File: src/hw/rtl/jmb_pkg.sv
// Shared types, codes and constants of the joint-mode blend PD controller.
`default_nettype none

package jmb_pkg;

	localparam int JMB_JOINTS = 2;

	// Shared multiplier: signed a x signed b, registered product.
	localparam int MUL_AW = 36;
	localparam int MUL_BW = 22;
	localparam int MUL_PW = MUL_AW + MUL_BW;

	// Shared divider: unsigned numerator / unsigned divisor, one bit a cycle.
	localparam int DIV_NW = 38;
	localparam int DIV_DW = 21;

	localparam int TIME_W = 21;

	localparam logic [19:0]       ONE_MILLION  = 20'd1000000;
	localparam logic [TIME_W-1:0] LEN_MIN      = 21'd100000;
	localparam logic [TIME_W-1:0] LEN_MAX      = 21'd2000000;
	localparam logic [TIME_W-1:0] ELAPSED_MAX  = 21'd2097151;
	localparam logic signed [15:0] DEG_LIMIT   = 16'sd11520;
	localparam logic [16:0]       DEG_TO_RAD   = 17'd73204;
	localparam logic [17:0]       SMOOTH_K     = 18'd196608;

	localparam logic [15:0] KP_RESET    = 16'd20480;
	localparam logic [15:0] KD_RESET    = 16'd2560;
	localparam logic [14:0] SPEED_RESET = 15'd4096;
	localparam logic [16:0] PERIOD_RESET = 17'd1000;

	typedef enum logic [1:0] {
		ACT_TICK   = 2'd0,
		ACT_MODE   = 2'd1,
		ACT_TARGET = 2'd2,
		ACT_CLEAR  = 2'd3
	} action_t;

	typedef enum logic [1:0] {
		MODE_HOLD   = 2'd0,
		MODE_OFF    = 2'd1,
		MODE_FOLLOW = 2'd2
	} mode_t;

	typedef enum logic [2:0] {
		REG_ENABLE = 3'd0,
		REG_KP_J0  = 3'd1,
		REG_KP_J1  = 3'd2,
		REG_KD_J0  = 3'd3,
		REG_KD_J1  = 3'd4,
		REG_SPEED  = 3'd5,
		REG_PERIOD = 3'd6
	} reg_idx_t;

	typedef enum logic [4:0] {
		S_IDLE,
		S_DECODE,
		S_M2,
		S_RS_START,
		S_RS_DIV,
		S_RS_WAIT,
		S_RB_CHK,
		S_RB_TWAIT,
		S_RB_T2,
		S_RB_S,
		S_RB_S2,
		S_RB_DS,
		S_RB_P,
		S_RB_PW,
		S_RB_V1,
		S_RB_V2,
		S_RB_V3,
		S_TQ,
		S_TQ2,
		S_TQ3,
		S_CV,
		S_CV2,
		S_ELAPSE,
		S_FIN
	} seq_state_t;

	typedef struct packed {
		logic              start;
		logic [DIV_NW-1:0] num;
		logic [DIV_DW-1:0] den;
	} div_req_t;

	typedef struct packed {
		logic              done;
		logic [DIV_NW-1:0] quo;
	} div_rsp_t;

endpackage

`default_nettype wire

File: src/hw/rtl/jmb_mul.sv
// Shared signed multiplier with a registered product.
`default_nettype none

module jmb_mul import jmb_pkg::*; (
	input  wire logic                     clk,
	input  wire logic signed [MUL_AW-1:0] a,
	input  wire logic signed [MUL_BW-1:0] b,
	output logic signed [MUL_PW-1:0]      p
);

	always_ff @(posedge clk) begin
		p <= a * b;
	end

endmodule

`default_nettype wire

File: src/hw/rtl/jmb_div.sv
// Shared restoring divider, one quotient bit per cycle.
`default_nettype none

module jmb_div import jmb_pkg::*; (
	input  wire logic     clk,
	input  wire logic     arst_n,
	input  wire div_req_t req,
	output div_rsp_t      rsp
);

	localparam int CW = $clog2(DIV_NW + 1);

	logic [DIV_DW-1:0] rem_q;
	logic [DIV_NW-1:0] quo_q;
	logic [DIV_DW-1:0] den_q;
	logic [CW-1:0]     cnt_q;
	logic              busy_q;
	logic              done_q;
	logic [DIV_DW:0]   trial;
	logic              fits;

	assign trial = {rem_q, quo_q[DIV_NW-1]};
	assign fits  = trial >= {1'b0, den_q};

	always_ff @(posedge clk or negedge arst_n) begin
		if (!arst_n) begin
			busy_q <= 1'b0;
			done_q <= 1'b0;
			cnt_q  <= '0;
		end else if (req.start) begin
			busy_q <= 1'b1;
			done_q <= 1'b0;
			cnt_q  <= CW'(DIV_NW);
		end else if (busy_q) begin
			cnt_q <= cnt_q - 1'b1;
			if (cnt_q == CW'(1)) begin
				busy_q <= 1'b0;
				done_q <= 1'b1;
			end
		end
	end

	always_ff @(posedge clk) begin
		if (req.start) begin
			rem_q <= '0;
			quo_q <= req.num;
			den_q <= req.den;
		end else if (busy_q) begin
			// shift in the next numerator bit, subtract when it fits
			rem_q <= fits ? DIV_DW'(trial - {1'b0, den_q}) : trial[DIV_DW-1:0];
			quo_q <= {quo_q[DIV_NW-2:0], fits};
		end
	end

	assign rsp.done = done_q;
	assign rsp.quo  = quo_q;

endmodule

`default_nettype wire

File: src/hw/rtl/joint_mode_blend_pd_controller.sv
// Top level of the joint-mode blend PD controller: sequencer, state and I/O.
`default_nettype none

// Controller for a group of up to two joints. Each input transaction carries an
// action in s_axis_tuser (tick, mode change, new target, blend reset) and the
// measured positions, velocities and target angles in s_axis_tdata; every input
// transaction yields exactly one result transaction with two saturated Q20.12
// PD torques and four status flags. Mode 0 holds a latched position, mode 1
// drives nothing, mode 2 follows targets; entering mode 0 or 2 or a new target
// starts a cubic smoothstep blend whose length is the largest joint move over
// blend_speed, clamped to 0.1..2 s. The block works on one transaction at a
// time through a small sequencer around one shared multiplier and one shared
// 38-bit restoring divider. The result waits in an output register, so the
// next transaction is taken as soon as the sequencer is idle. Configuration
// writes are always taken (cfg_ready is high) and should only be issued while
// the block is idle.

module joint_mode_blend_pd_controller import jmb_pkg::*; #(
	parameter int JOINTS = JMB_JOINTS
) (
	input  wire logic         clk,
	input  wire logic         arst_n,
	// input stream
	input  wire logic         s_axis_tvalid,
	output logic              s_axis_tready,
	// tdata: mode_request[2:0], pos_j0[18:3], pos_j1[34:19], vel_j0[50:35],
	//        vel_j1[66:51], target_j0[82:67], target_j1[98:83], zero fill
	input  wire logic [103:0] s_axis_tdata,
	// tuser: action[1:0]
	input  wire logic [1:0]   s_axis_tuser,
	// result stream
	output logic              m_axis_tvalid,
	input  wire logic         m_axis_tready,
	// tdata: torque_j0[31:0], torque_j1[63:32]
	output logic [63:0]       m_axis_tdata,
	// tuser: drive_valid[0], accepted[1], blending[2], torque_clipped[3]
	output logic [3:0]        m_axis_tuser,
	// configuration writes
	input  wire logic         cfg_valid,
	output logic              cfg_ready,
	input  wire logic [2:0]   cfg_index,
	input  wire logic [16:0]  cfg_data
);

	localparam int JIW = (JOINTS > 1) ? $clog2(JOINTS) : 1;

	// ---------------------------------------------------------------- config
	logic        enable_q;
	logic [15:0] kp_q [JOINTS];
	logic [15:0] kd_q [JOINTS];
	logic [14:0] speed_q;
	logic [16:0] period_q;
	logic [15:0] kp_w [2];
	logic [15:0] kd_w [2];

	assign cfg_ready = 1'b1;

	always_ff @(posedge clk or negedge arst_n) begin
		if (!arst_n) begin
			enable_q <= 1'b0;
			kp_w[0]  <= KP_RESET;
			kp_w[1]  <= KP_RESET;
			kd_w[0]  <= KD_RESET;
			kd_w[1]  <= KD_RESET;
			speed_q  <= SPEED_RESET;
			period_q <= PERIOD_RESET;
		end else if (cfg_valid) begin
			unique case (cfg_index)
				REG_ENABLE: enable_q <= cfg_data[0];
				REG_KP_J0:  kp_w[0]  <= cfg_data[15:0];
				REG_KP_J1:  kp_w[1]  <= cfg_data[15:0];
				REG_KD_J0:  kd_w[0]  <= cfg_data[15:0];
				REG_KD_J1:  kd_w[1]  <= cfg_data[15:0];
				REG_SPEED:  speed_q  <= cfg_data[14:0];
				REG_PERIOD: period_q <= cfg_data;
				default: ; // unused index: drop the write
			endcase
		end
	end

	always_comb begin
		for (int j = 0; j < JOINTS; j++) begin
			kp_q[j] = kp_w[j];
			kd_q[j] = kd_w[j];
		end
	end

	// ------------------------------------------------------- sequencer state
	seq_state_t state_q, state_d;
	logic [JIW-1:0] j_q;
	logic           j_last;

	assign j_last = (j_q == JIW'(JOINTS - 1));

	// latched input transaction
	action_t            act_q;
	logic [2:0]         req_q;
	logic signed [15:0] in_pos_q [JOINTS];
	logic signed [15:0] in_vel_q [JOINTS];
	logic signed [15:0] in_tgt_q [JOINTS];

	// controller state
	mode_t              mode_q;
	logic               blend_on_q, hold_latched_q, goal_seen_q;
	logic signed [15:0] hold_pos_q     [JOINTS];
	logic signed [15:0] raw_goal_q     [JOINTS];
	logic signed [15:0] applied_goal_q [JOINTS];
	logic signed [15:0] want_pos_q     [JOINTS];
	logic signed [15:0] want_vel_q     [JOINTS];
	logic signed [15:0] blend_start_q  [JOINTS];
	logic signed [15:0] last_pos_q     [JOINTS];
	logic signed [15:0] last_vel_q     [JOINTS];
	logic [TIME_W-1:0]  len_q, elapsed_q;

	// blend scratch
	logic [15:0]        t_q;
	logic [17:0]        s_q;
	logic [16:0]        ds_q;
	logic signed [35:0] pp_q;

	// result being built
	logic signed [31:0] res_tq_q [JOINTS];
	logic               res_drive_q, res_acc_q, res_clip_q;

	// shared units
	logic signed [MUL_AW-1:0] mul_a;
	logic signed [MUL_BW-1:0] mul_b;
	logic signed [MUL_PW-1:0] mul_p;
	div_req_t                 div_req;
	div_rsp_t                 div_rsp;

	jmb_mul u_mul (
		.clk (clk),
		.a   (mul_a),
		.b   (mul_b),
		.p   (mul_p)
	);

	jmb_div u_div (
		.clk    (clk),
		.arst_n (arst_n),
		.req    (div_req),
		.rsp    (div_rsp)
	);

	// ------------------------------------------------ combinational helpers
	logic signed [15:0] goal_c      [JOINTS];
	logic signed [15:0] rst_start_c [JOINTS];
	logic [16:0]        disp_c;
	logic               any_want_c, any_last_c, changed_c;
	logic signed [16:0] diff_c;
	logic [16:0]        diff_mag_c;
	logic signed [16:0] perr_c, verr_c;
	logic signed [15:0] tgt_clamp_c;
	logic [14:0]        speed_c;
	logic               tick_restart_c;
	seq_state_t         rs_return_c;

	always_comb begin
		logic signed [16:0] d;
		logic [16:0]        m;
		disp_c     = '0;
		any_want_c = 1'b0;
		any_last_c = 1'b0;
		changed_c  = 1'b0;
		for (int j = 0; j < JOINTS; j++) begin
			// mode 0 blends toward the hold point from the last measurement
			goal_c[j]      = (mode_q == MODE_HOLD) ? hold_pos_q[j] : applied_goal_q[j];
			rst_start_c[j] = (mode_q == MODE_HOLD) ? last_pos_q[j] : want_pos_q[j];
			d = 17'(goal_c[j]) - 17'(rst_start_c[j]);
			m = d[16] ? 17'(-d) : 17'(d);
			if (m > disp_c) disp_c = m;
			if (want_pos_q[j] != '0) any_want_c = 1'b1;
			if (last_pos_q[j] != '0) any_last_c = 1'b1;
			if (applied_goal_q[j] != raw_goal_q[j]) changed_c = 1'b1;
		end
	end

	assign diff_c     = 17'(goal_c[j_q]) - 17'(blend_start_q[j_q]);
	assign diff_mag_c = diff_c[16] ? 17'(-diff_c) : 17'(diff_c);
	assign perr_c     = 17'(want_pos_q[j_q]) - 17'(last_pos_q[j_q]);
	assign verr_c     = 17'(want_vel_q[j_q]) - 17'(last_vel_q[j_q]);
	assign tgt_clamp_c = (in_tgt_q[j_q] < -DEG_LIMIT) ? -DEG_LIMIT :
	                     (in_tgt_q[j_q] >  DEG_LIMIT) ?  DEG_LIMIT : in_tgt_q[j_q];
	assign speed_c    = (speed_q == '0) ? 15'd1 : speed_q;
	assign tick_restart_c = changed_c || !blend_on_q;
	assign rs_return_c    = (act_q == ACT_TICK) ? S_RB_CHK : S_FIN;

	// ------------------------------------------------------------ next state
	always_comb begin
		state_d = state_q;
		unique case (state_q)
			S_IDLE:     if (s_axis_tvalid) state_d = S_DECODE;
			S_DECODE: begin
				unique case (act_q)
					ACT_TICK: begin
						if (!enable_q) state_d = S_ELAPSE;
						else begin
							unique case (mode_q)
								MODE_HOLD:   state_d = blend_on_q ? S_RB_CHK : S_TQ;
								MODE_FOLLOW: state_d = S_M2;
								default:     state_d = S_ELAPSE;
							endcase
						end
					end
					ACT_MODE: begin
						if (req_q == 3'(MODE_HOLD) && req_q != {1'b0, mode_q})
							state_d = S_RS_START;
						else
							state_d = S_FIN;
					end
					ACT_TARGET: state_d = (mode_q == MODE_FOLLOW && enable_q) ? S_CV : S_FIN;
					default:    state_d = S_FIN;
				endcase
			end
			S_M2: begin
				if (goal_seen_q) state_d = tick_restart_c ? S_RS_START : S_RB_CHK;
				else             state_d = S_TQ;
			end
			S_RS_START: state_d = (disp_c == '0) ? rs_return_c : S_RS_DIV;
			S_RS_DIV:   state_d = S_RS_WAIT;
			S_RS_WAIT:  if (div_rsp.done) state_d = rs_return_c;
			S_RB_CHK:   state_d = (elapsed_q >= len_q) ? S_TQ : S_RB_TWAIT;
			S_RB_TWAIT: if (div_rsp.done) state_d = S_RB_T2;
			S_RB_T2:    state_d = S_RB_S;
			S_RB_S:     state_d = S_RB_S2;
			S_RB_S2:    state_d = S_RB_DS;
			S_RB_DS:    state_d = S_RB_P;
			S_RB_P:     state_d = S_RB_PW;
			S_RB_PW:    state_d = S_RB_V1;
			S_RB_V1:    state_d = S_RB_V2;
			S_RB_V2:    state_d = S_RB_V3;
			S_RB_V3:    if (div_rsp.done) state_d = j_last ? S_TQ : S_RB_P;
			S_TQ:       state_d = S_TQ2;
			S_TQ2:      state_d = S_TQ3;
			S_TQ3:      state_d = j_last ? S_ELAPSE : S_TQ;
			S_CV:       state_d = S_CV2;
			S_CV2:      state_d = j_last ? S_FIN : S_CV;
			S_ELAPSE:   state_d = S_FIN;
			S_FIN:      if (!m_axis_tvalid || m_axis_tready) state_d = S_IDLE;
			default:    state_d = S_IDLE;
		endcase
	end

	// ------------------------------------------------------ unit operands
	always_comb begin
		s_axis_tready = (state_q == S_IDLE);
		mul_a         = '0;
		mul_b         = '0;
		div_req.start = 1'b0;
		div_req.num   = '0;
		div_req.den   = len_q;
		unique case (state_q)
			S_RS_START: begin
				mul_a = MUL_AW'(disp_c);
				mul_b = MUL_BW'(ONE_MILLION);
			end
			S_RS_DIV: begin
				div_req.start = 1'b1;
				div_req.num   = mul_p[DIV_NW-1:0];
				div_req.den   = DIV_DW'(speed_c);
			end
			S_RB_CHK: begin
				div_req.start = (elapsed_q < len_q);
				div_req.num   = DIV_NW'({elapsed_q, 16'd0});
			end
			S_RB_T2: begin
				mul_a = MUL_AW'(t_q);
				mul_b = MUL_BW'(t_q);
			end
			S_RB_S: begin
				mul_a = MUL_AW'(mul_p[31:0]);
				mul_b = MUL_BW'(SMOOTH_K - {1'b0, t_q, 1'b0});
			end
			S_RB_S2: begin
				mul_a = MUL_AW'(t_q);
				mul_b = MUL_BW'(17'h10000 - {1'b0, t_q});
			end
			S_RB_P: begin
				mul_a = MUL_AW'(diff_c);
				mul_b = MUL_BW'(s_q);
			end
			S_RB_PW: begin
				mul_a = MUL_AW'(diff_mag_c);
				mul_b = MUL_BW'(ds_q);
			end
			S_RB_V1: begin
				mul_a = MUL_AW'(mul_p[34:0]);
				mul_b = MUL_BW'(ONE_MILLION);
			end
			S_RB_V2: begin
				// floor(n*1e6 / (len*65536)) = floor(floor(n*1e6 / 65536) / len)
				div_req.start = 1'b1;
				div_req.num   = mul_p[DIV_NW+15:16];
			end
			S_TQ: begin
				mul_a = MUL_AW'(perr_c);
				mul_b = MUL_BW'(kp_q[j_q]);
			end
			S_TQ2: begin
				mul_a = MUL_AW'(verr_c);
				mul_b = MUL_BW'(kd_q[j_q]);
			end
			S_CV: begin
				mul_a = MUL_AW'(tgt_clamp_c);
				mul_b = MUL_BW'(DEG_TO_RAD);
			end
			default: ;
		endcase
	end

	// --------------------------------------------------------- state register
	always_ff @(posedge clk or negedge arst_n) begin
		if (!arst_n) state_q <= S_IDLE;
		else         state_q <= state_d;
	end

	// -------------------------------------------------- datapath registers
	logic [TIME_W:0]    elapsed_sum;
	logic signed [36:0] tq_sum;
	logic signed [28:0] tq_shr;
	logic signed [20:0] pos_sum;
	logic [33:0]        ds_wide;
	logic signed [15:0] vel_sat;

	assign elapsed_sum = {1'b0, elapsed_q} + (TIME_W + 1)'(period_q);
	assign tq_sum      = 37'(pp_q) + 37'(signed'(mul_p[35:0]));
	assign tq_shr      = tq_sum[36:8];
	assign pos_sum     = 21'(blend_start_q[j_q]) + 21'(signed'(mul_p[35:16]));
	assign ds_wide     = {1'b0, mul_p[30:0], 2'b0} + {2'b0, mul_p[30:0], 1'b0};

	always_comb begin
		if (diff_c[16])
			vel_sat = (div_rsp.quo >= DIV_NW'(32768)) ? -16'sd32768
			                                          : 16'(-div_rsp.quo[15:0]);
		else
			vel_sat = (div_rsp.quo > DIV_NW'(32767)) ? 16'sd32767
			                                         : signed'(div_rsp.quo[15:0]);
	end

	always_ff @(posedge clk or negedge arst_n) begin
		if (!arst_n) begin
			j_q            <= '0;
			mode_q         <= MODE_OFF;
			blend_on_q     <= 1'b0;
			hold_latched_q <= 1'b0;
			goal_seen_q    <= 1'b0;
			len_q          <= '0;
			elapsed_q      <= '0;
			res_drive_q    <= 1'b0;
			res_acc_q      <= 1'b0;
			res_clip_q     <= 1'b0;
			for (int j = 0; j < JOINTS; j++) begin
				hold_pos_q[j]     <= '0;
				raw_goal_q[j]     <= '0;
				applied_goal_q[j] <= '0;
				want_pos_q[j]     <= '0;
				want_vel_q[j]     <= '0;
				blend_start_q[j]  <= '0;
				last_pos_q[j]     <= '0;
				last_vel_q[j]     <= '0;
				res_tq_q[j]       <= '0;
			end
		end else begin
			unique case (state_q)
				S_IDLE: begin
					if (s_axis_tvalid) begin
						res_drive_q <= 1'b0;
						res_acc_q   <= 1'b0;
						res_clip_q  <= 1'b0;
						for (int j = 0; j < JOINTS; j++) res_tq_q[j] <= '0;
					end
				end
				S_DECODE: begin
					unique case (act_q)
						ACT_TICK: begin
							if (enable_q) begin
								for (int j = 0; j < JOINTS; j++) begin
									last_pos_q[j] <= in_pos_q[j];
									last_vel_q[j] <= in_vel_q[j];
								end
								unique case (mode_q)
									MODE_HOLD: begin
										res_drive_q <= 1'b1;
										if (!blend_on_q && hold_latched_q)
											for (int j = 0; j < JOINTS; j++) begin
												want_pos_q[j] <= hold_pos_q[j];
												want_vel_q[j] <= '0;
											end
									end
									MODE_FOLLOW: res_drive_q <= 1'b1;
									default:     blend_on_q  <= 1'b0;
								endcase
							end
						end
						ACT_MODE: begin
							if (req_q <= 3'(MODE_FOLLOW)) begin
								res_acc_q <= 1'b1;
								if (req_q != {1'b0, mode_q}) begin
									mode_q <= mode_t'(req_q[1:0]);
									unique case (mode_t'(req_q[1:0]))
										MODE_HOLD: begin
											if (!hold_latched_q) begin
												for (int j = 0; j < JOINTS; j++)
													hold_pos_q[j] <= last_pos_q[j];
												hold_latched_q <= 1'b1;
											end
											blend_on_q <= 1'b1;
										end
										MODE_OFF: blend_on_q <= 1'b0;
										default: begin
											if (any_last_c)
												for (int j = 0; j < JOINTS; j++) begin
													want_pos_q[j] <= last_pos_q[j];
													want_vel_q[j] <= last_vel_q[j];
												end
											blend_on_q  <= 1'b1;
											goal_seen_q <= 1'b0;
										end
									endcase
								end
							end
						end
						ACT_TARGET: begin
							if (mode_q == MODE_FOLLOW && enable_q) begin
								goal_seen_q <= 1'b1;
								res_acc_q   <= 1'b1;
							end
						end
						default: begin
							blend_on_q     <= 1'b0;
							hold_latched_q <= 1'b0;
							goal_seen_q    <= 1'b0;
							for (int j = 0; j < JOINTS; j++) begin
								want_pos_q[j] <= last_pos_q[j];
								want_vel_q[j] <= last_vel_q[j];
							end
						end
					endcase
				end
				S_M2: begin
					if (goal_seen_q) begin
						if (tick_restart_c) begin
							// seed the blend from the measurement when nothing is commanded
							if (!any_want_c && any_last_c)
								for (int j = 0; j < JOINTS; j++) begin
									want_pos_q[j] <= last_pos_q[j];
									want_vel_q[j] <= last_vel_q[j];
								end
							for (int j = 0; j < JOINTS; j++)
								applied_goal_q[j] <= raw_goal_q[j];
							blend_on_q <= 1'b1;
						end
					end else begin
						for (int j = 0; j < JOINTS; j++) begin
							if (!any_want_c && any_last_c) want_pos_q[j] <= last_pos_q[j];
							want_vel_q[j] <= '0;
						end
					end
				end
				S_RS_START: begin
					elapsed_q <= '0;
					for (int j = 0; j < JOINTS; j++) blend_start_q[j] <= rst_start_c[j];
					if (disp_c == '0) len_q <= '0;
				end
				S_RS_WAIT: begin
					if (div_rsp.done) begin
						if (div_rsp.quo < DIV_NW'(LEN_MIN))      len_q <= LEN_MIN;
						else if (div_rsp.quo > DIV_NW'(LEN_MAX)) len_q <= LEN_MAX;
						else                                     len_q <= div_rsp.quo[TIME_W-1:0];
					end
				end
				S_RB_CHK: begin
					// blend time is up: land on the goal and stop
					if (elapsed_q >= len_q) begin
						for (int j = 0; j < JOINTS; j++) begin
							want_pos_q[j] <= goal_c[j];
							want_vel_q[j] <= '0;
						end
						blend_on_q <= 1'b0;
					end
				end
				S_RB_TWAIT: if (div_rsp.done) t_q <= div_rsp.quo[15:0];
				S_RB_S2:    s_q  <= mul_p[49:32];
				S_RB_DS:    ds_q <= ds_wide[32:16];
				S_RB_PW: begin
					if (pos_sum > 21'sd32767)       want_pos_q[j_q] <= 16'sd32767;
					else if (pos_sum < -21'sd32768) want_pos_q[j_q] <= -16'sd32768;
					else                            want_pos_q[j_q] <= pos_sum[15:0];
				end
				S_RB_V3: begin
					if (div_rsp.done) begin
						want_vel_q[j_q] <= vel_sat;
						j_q <= j_last ? '0 : j_q + 1'b1;
					end
				end
				S_TQ2: pp_q <= mul_p[35:0];
				S_TQ3: begin
					if (37'(tq_shr) > 37'sd2147483647) begin
						res_tq_q[j_q] <= 32'sh7fffffff;
						res_clip_q    <= 1'b1;
					end else if (37'(tq_shr) < -37'sd2147483648) begin
						res_tq_q[j_q] <= 32'sh80000000;
						res_clip_q    <= 1'b1;
					end else begin
						res_tq_q[j_q] <= 32'(tq_shr);
					end
					j_q <= j_last ? '0 : j_q + 1'b1;
				end
				S_CV2: begin
					raw_goal_q[j_q] <= 16'((mul_p[33:0] + 34'sd32768) >>> 16);
					j_q <= j_last ? '0 : j_q + 1'b1;
				end
				S_ELAPSE: begin
					// time runs on every tick, saturating
					elapsed_q <= (elapsed_sum > {1'b0, ELAPSED_MAX}) ? ELAPSED_MAX
					                                                : elapsed_sum[TIME_W-1:0];
				end
				default: ;
			endcase
		end
	end

	// capture the input transaction
	always_ff @(posedge clk) begin
		if (s_axis_tready && s_axis_tvalid) begin
			act_q <= action_t'(s_axis_tuser);
			req_q <= s_axis_tdata[2:0];
			for (int j = 0; j < JOINTS; j++) begin
				in_pos_q[j] <= s_axis_tdata[3 + 16*j +: 16];
				in_vel_q[j] <= s_axis_tdata[35 + 16*j +: 16];
				in_tgt_q[j] <= s_axis_tdata[67 + 16*j +: 16];
			end
		end
	end

	// ------------------------------------------------------- output register
	logic [63:0] res_data_c;

	always_comb begin
		res_data_c = '0;
		for (int j = 0; j < JOINTS; j++) res_data_c[32*j +: 32] = res_tq_q[j];
	end

	always_ff @(posedge clk or negedge arst_n) begin
		if (!arst_n) begin
			m_axis_tvalid <= 1'b0;
		end else if (state_q == S_FIN && (!m_axis_tvalid || m_axis_tready)) begin
			m_axis_tvalid <= 1'b1;
		end else if (m_axis_tready) begin
			m_axis_tvalid <= 1'b0;
		end
	end

	always_ff @(posedge clk) begin
		if (state_q == S_FIN && (!m_axis_tvalid || m_axis_tready)) begin
			m_axis_tdata <= res_data_c;
			m_axis_tuser <= {res_clip_q, blend_on_q, res_acc_q, res_drive_q};
		end
	end

endmodule

`default_nettype wire
File: config.mk
export PLATFORM = sky130hd
export DESIGN_NAME = joint_mode_blend_pd_controller
export DESIGN_NICKNAME = d
export VERILOG_FILES = /design/src/hw/rtl/jmb_pkg.sv /design/src/hw/rtl/jmb_mul.sv /design/src/hw/rtl/jmb_div.sv /design/src/hw/rtl/joint_mode_blend_pd_controller.sv
export SDC_FILE = /design/constraint.sdc
export NUM_CORES = 2
export LEC_CHECK = 0
export ABC_AREA = 0
export BUFFER_PORTS_ARGS = -buffer_cell sky130_fd_sc_hd__buf_4
export CAP_MARGIN = 20
export CORE_ASPECT_RATIO = 0.5
export CORE_MARGIN = 3
export CORE_UTILIZATION = 40
export CTS_CLUSTER_SIZE = 40
export DETAILED_ROUTE_END_ITERATION = 16
export GPL_ROUTABILITY_DRIVEN = 1
export PLACE_DENSITY = 0.63
export SYNTH_ARGS = -nofsm -noshare
export SYNTH_HDL_FRONTEND = slang
export SYNTH_SLANG_ARGS = --single-unit
File: constraint.sdc
create_clock -name clk -period 18 [get_ports clk]
set_input_delay 0 -clock clk [delete_from_list [all_inputs] [get_ports clk]]
set_output_delay 0 -clock clk [all_outputs]
set_load 0.01 [all_outputs]
==> impl_metrics.env <==
export IMPL_final_hold_violation_count=0
export IMPL_fmax_mhz=61.7
export IMPL_drive_above_1_share_pct=11.7
export IMPL_fillers=16600
export IMPL_yosysTopAreaCell="fa_1"
export IMPL_rows=109
export IMPL_fin_tns_setup_ps=0
export IMPL_max_clock_path_buffers=3
export IMPL_max_stage_delay_ps=720
export IMPL_die_y_um=306
export IMPL_port_buffer_count=195
export IMPL_cp_start_kind="register"
export IMPL_synth_avg_cell_area_sq_um=9.89
export IMPL_cts_root_buf="clkbuf_16"
export IMPL_cts_setup_buffers=0
export IMPL_fin_worst_skew_ps=68.3
export IMPL_grtUsageTotal_pct=26.4
export IMPL_period_needed_ps=16210
export IMPL_ant_nets=0
export IMPL_die_w_um=607
export IMPL_hold_class="input pin to register"
export IMPL_yosys_warnings=0
export IMPL_slowest_stage="nor2_4"
export IMPL_netlist_instances=7305
export IMPL_async_flop_share_pct=55.3
export IMPL_finalMaxSlewViolations=0
export IMPL_dr_total_vias=57400
export IMPL_grt_start_max_net_pins=164
export IMPL_critPathKind="register to register"
export IMPL_cp_common_cell="fa_1"
export IMPL_core_area_sq_um=178000
export IMPL_synthDistinctLibCells=102
export IMPL_synth_nets=8507
export IMPL_cp_top_family="adder cells"
export IMPL_worst_skew_pair_late_latency_ps=760
export IMPL_first_iter_violations=6174
export IMPL_final_util_pct=46.1
export IMPL_synth_seq_cells=860
export IMPL_tritoncts="built"
export IMPL_antenna_found_initial=8
export IMPL_io_pins=202
export IMPL_slew_headroom_pct=5.58
export IMPL_start_util_pct=40.6
export IMPL_min_period_over_period_pct=90.0
export IMPL_cts_sinks=860
export IMPL_ys_seq_area_share_pct=31.5
export IMPL_status="finished, final reports clean"
export IMPL_area_delta_synth_final_pct=13.6
export IMPL_drc=0
export IMPL_ff_latch_area_sq_um=22700
export IMPL_post_dp_hpwl_mm=186
export IMPL_path_buf_inv=10
export IMPL_multi_input_area_sq_um=44700
export IMPL_grt_pass1_vias=57100
export IMPL_yosysTopAreaCellShare_pct=19.0
export IMPL_setup_viol=0
export IMPL_synth_common_cells="995 x inv_1, 778 x nand2_1, 687 x fa_1, 460 x dfrtp_1, 421 x nor2_1"
export IMPL_synth_ff_type="dfrtp_1"
export IMPL_viasPerCell=5.68
export IMPL_overflow=0
export IMPL_nets=8827
export IMPL_critPathMaxFanout=33
export IMPL_cts_buffers=88
export IMPL_crit_arrival_ps=16790
export IMPL_synth_edf_count=309
export IMPL_htree_levels=3
export IMPL_worst_pin_slew_ps=1410
export IMPL_synth_most_common_cell="inv_1"
export IMPL_gp_congestion=1.00
export IMPL_die_area_sq_um=186000
export IMPL_syn_area_sq_um=72200
export IMPL_grt_pass1_wl_mm=369
export IMPL_clk_pin_slew_ps=60
export IMPL_wirelength_mm=245
export IMPL_crit_path_end_kind="register"
export IMPL_maxCapViolCount=0
export IMPL_rsz0062_at_grt="false"
export IMPL_dr_pass1_iters=9
export IMPL_synthTopCellsByArea="fa_1 19%, dfrtp_1 16%, edfxtp_1 13%"
export IMPL_wl_per_cell_um=24.3
export IMPL_cp_required_ps=18580
[through the flow]
step / hold slack [ps] / cell area, sq um / setup WS [ps] / instances
global placement: 79.6 / 76700 / 2230 / 9701
CTS: 1.68 / 81900 / 2100 / 10100
detailed placement: 87.1 / 76700 / 2200 / 9702
global route: 3.64 / 82000 / 941 / 10100
finish: 13.5 / 82000 / 1790 / 10100
floorplan: -296 / 72200 / 4730 / 7305
[state kept, by name, indices dropped and copies added, names as in the netlist, 36 cells and up]
| register | flops |
|---|---|
| m_axis_tdata | 58 |
| pp_q | 36 |
| res_data_c | 58 |
| u_div.quo_q | 38 |
| u_mul.p | 54 |
[final timing paths]
check	slack, ps	depth (start not counted)	endpoint	start
min in group asynchronous	460	3	mode_q[0]	arst_n
min	10	2	in_tgt_q[0][15]	s_axis_tdata[82]
max reg2reg	1790	50	u_mul.p[53]	mode_q[1]
max	1790	50	u_mul.p[53]	mode_q[1]
max in group asynchronous	15120	6	len_q[17]	arst_n
min reg2reg	430	1	last_vel_q[14]	in_vel_q[1][14]
[final cells by class]
cell class,count,share of cell area [%]
Clock inverter,52,0.749
Multi-Input combinational cell,5127,54.5
Sequential cell,860,27.7
Clock buffer,114,2.94
Timing Repair Buffer,552,5.83
Antenna cell,11,0.0336
Inverter,996,4.56
Tap cell,2386,3.64
[layer usage]
layer	global-route usage [%]	wire (um)	share of wire [%]
met5	0.0758	16	0.0065
met4	10.4	11300	4.6
met3	7.56	26300	11
met2	40.6	109000	44
met1	34.9	99000	40
[cells by family after synthesis]
kind of cell    synth area share (%)
mux                             6.84
simple gates                    11.9
xor+xnor                        3.81
other cells                  0.00519
flops                           31.5
compound gates                  13.3
fa+ha+maj                       25.7
buf+inv                         6.97
[cell usage in the layout, fill, tap and decap left out, types with 72 or more instances in the layout]
master	instances
buf_4	331
xnor2_1	200
inv_1	995
clkbuf_16	91
dlygate4sd3_1	211
xor2_1	112
and2_1	88
nand3_1	81
mux2_2	285
ha_1	384
nor2_1	409
dfrtp_1	459
a31oi_1	74
a21oi_1	356
edfxtp_1	309
mux2i_1	173
o21ai_0	233
nor2b_1	91
dfxtp_1	75
a21o_1	93
nor3_1	72
fa_1	687
nand2_1	776
[timing repair]
item                                   CTS  global route
endpoints found under the hold margin  287             0
hold buffers                           212             0
gates resized for setup                  0             0
Power is left out: the tool's default activity adds up to more than one toggle a clock period on the data nets, which glitch-free logic cannot reach.
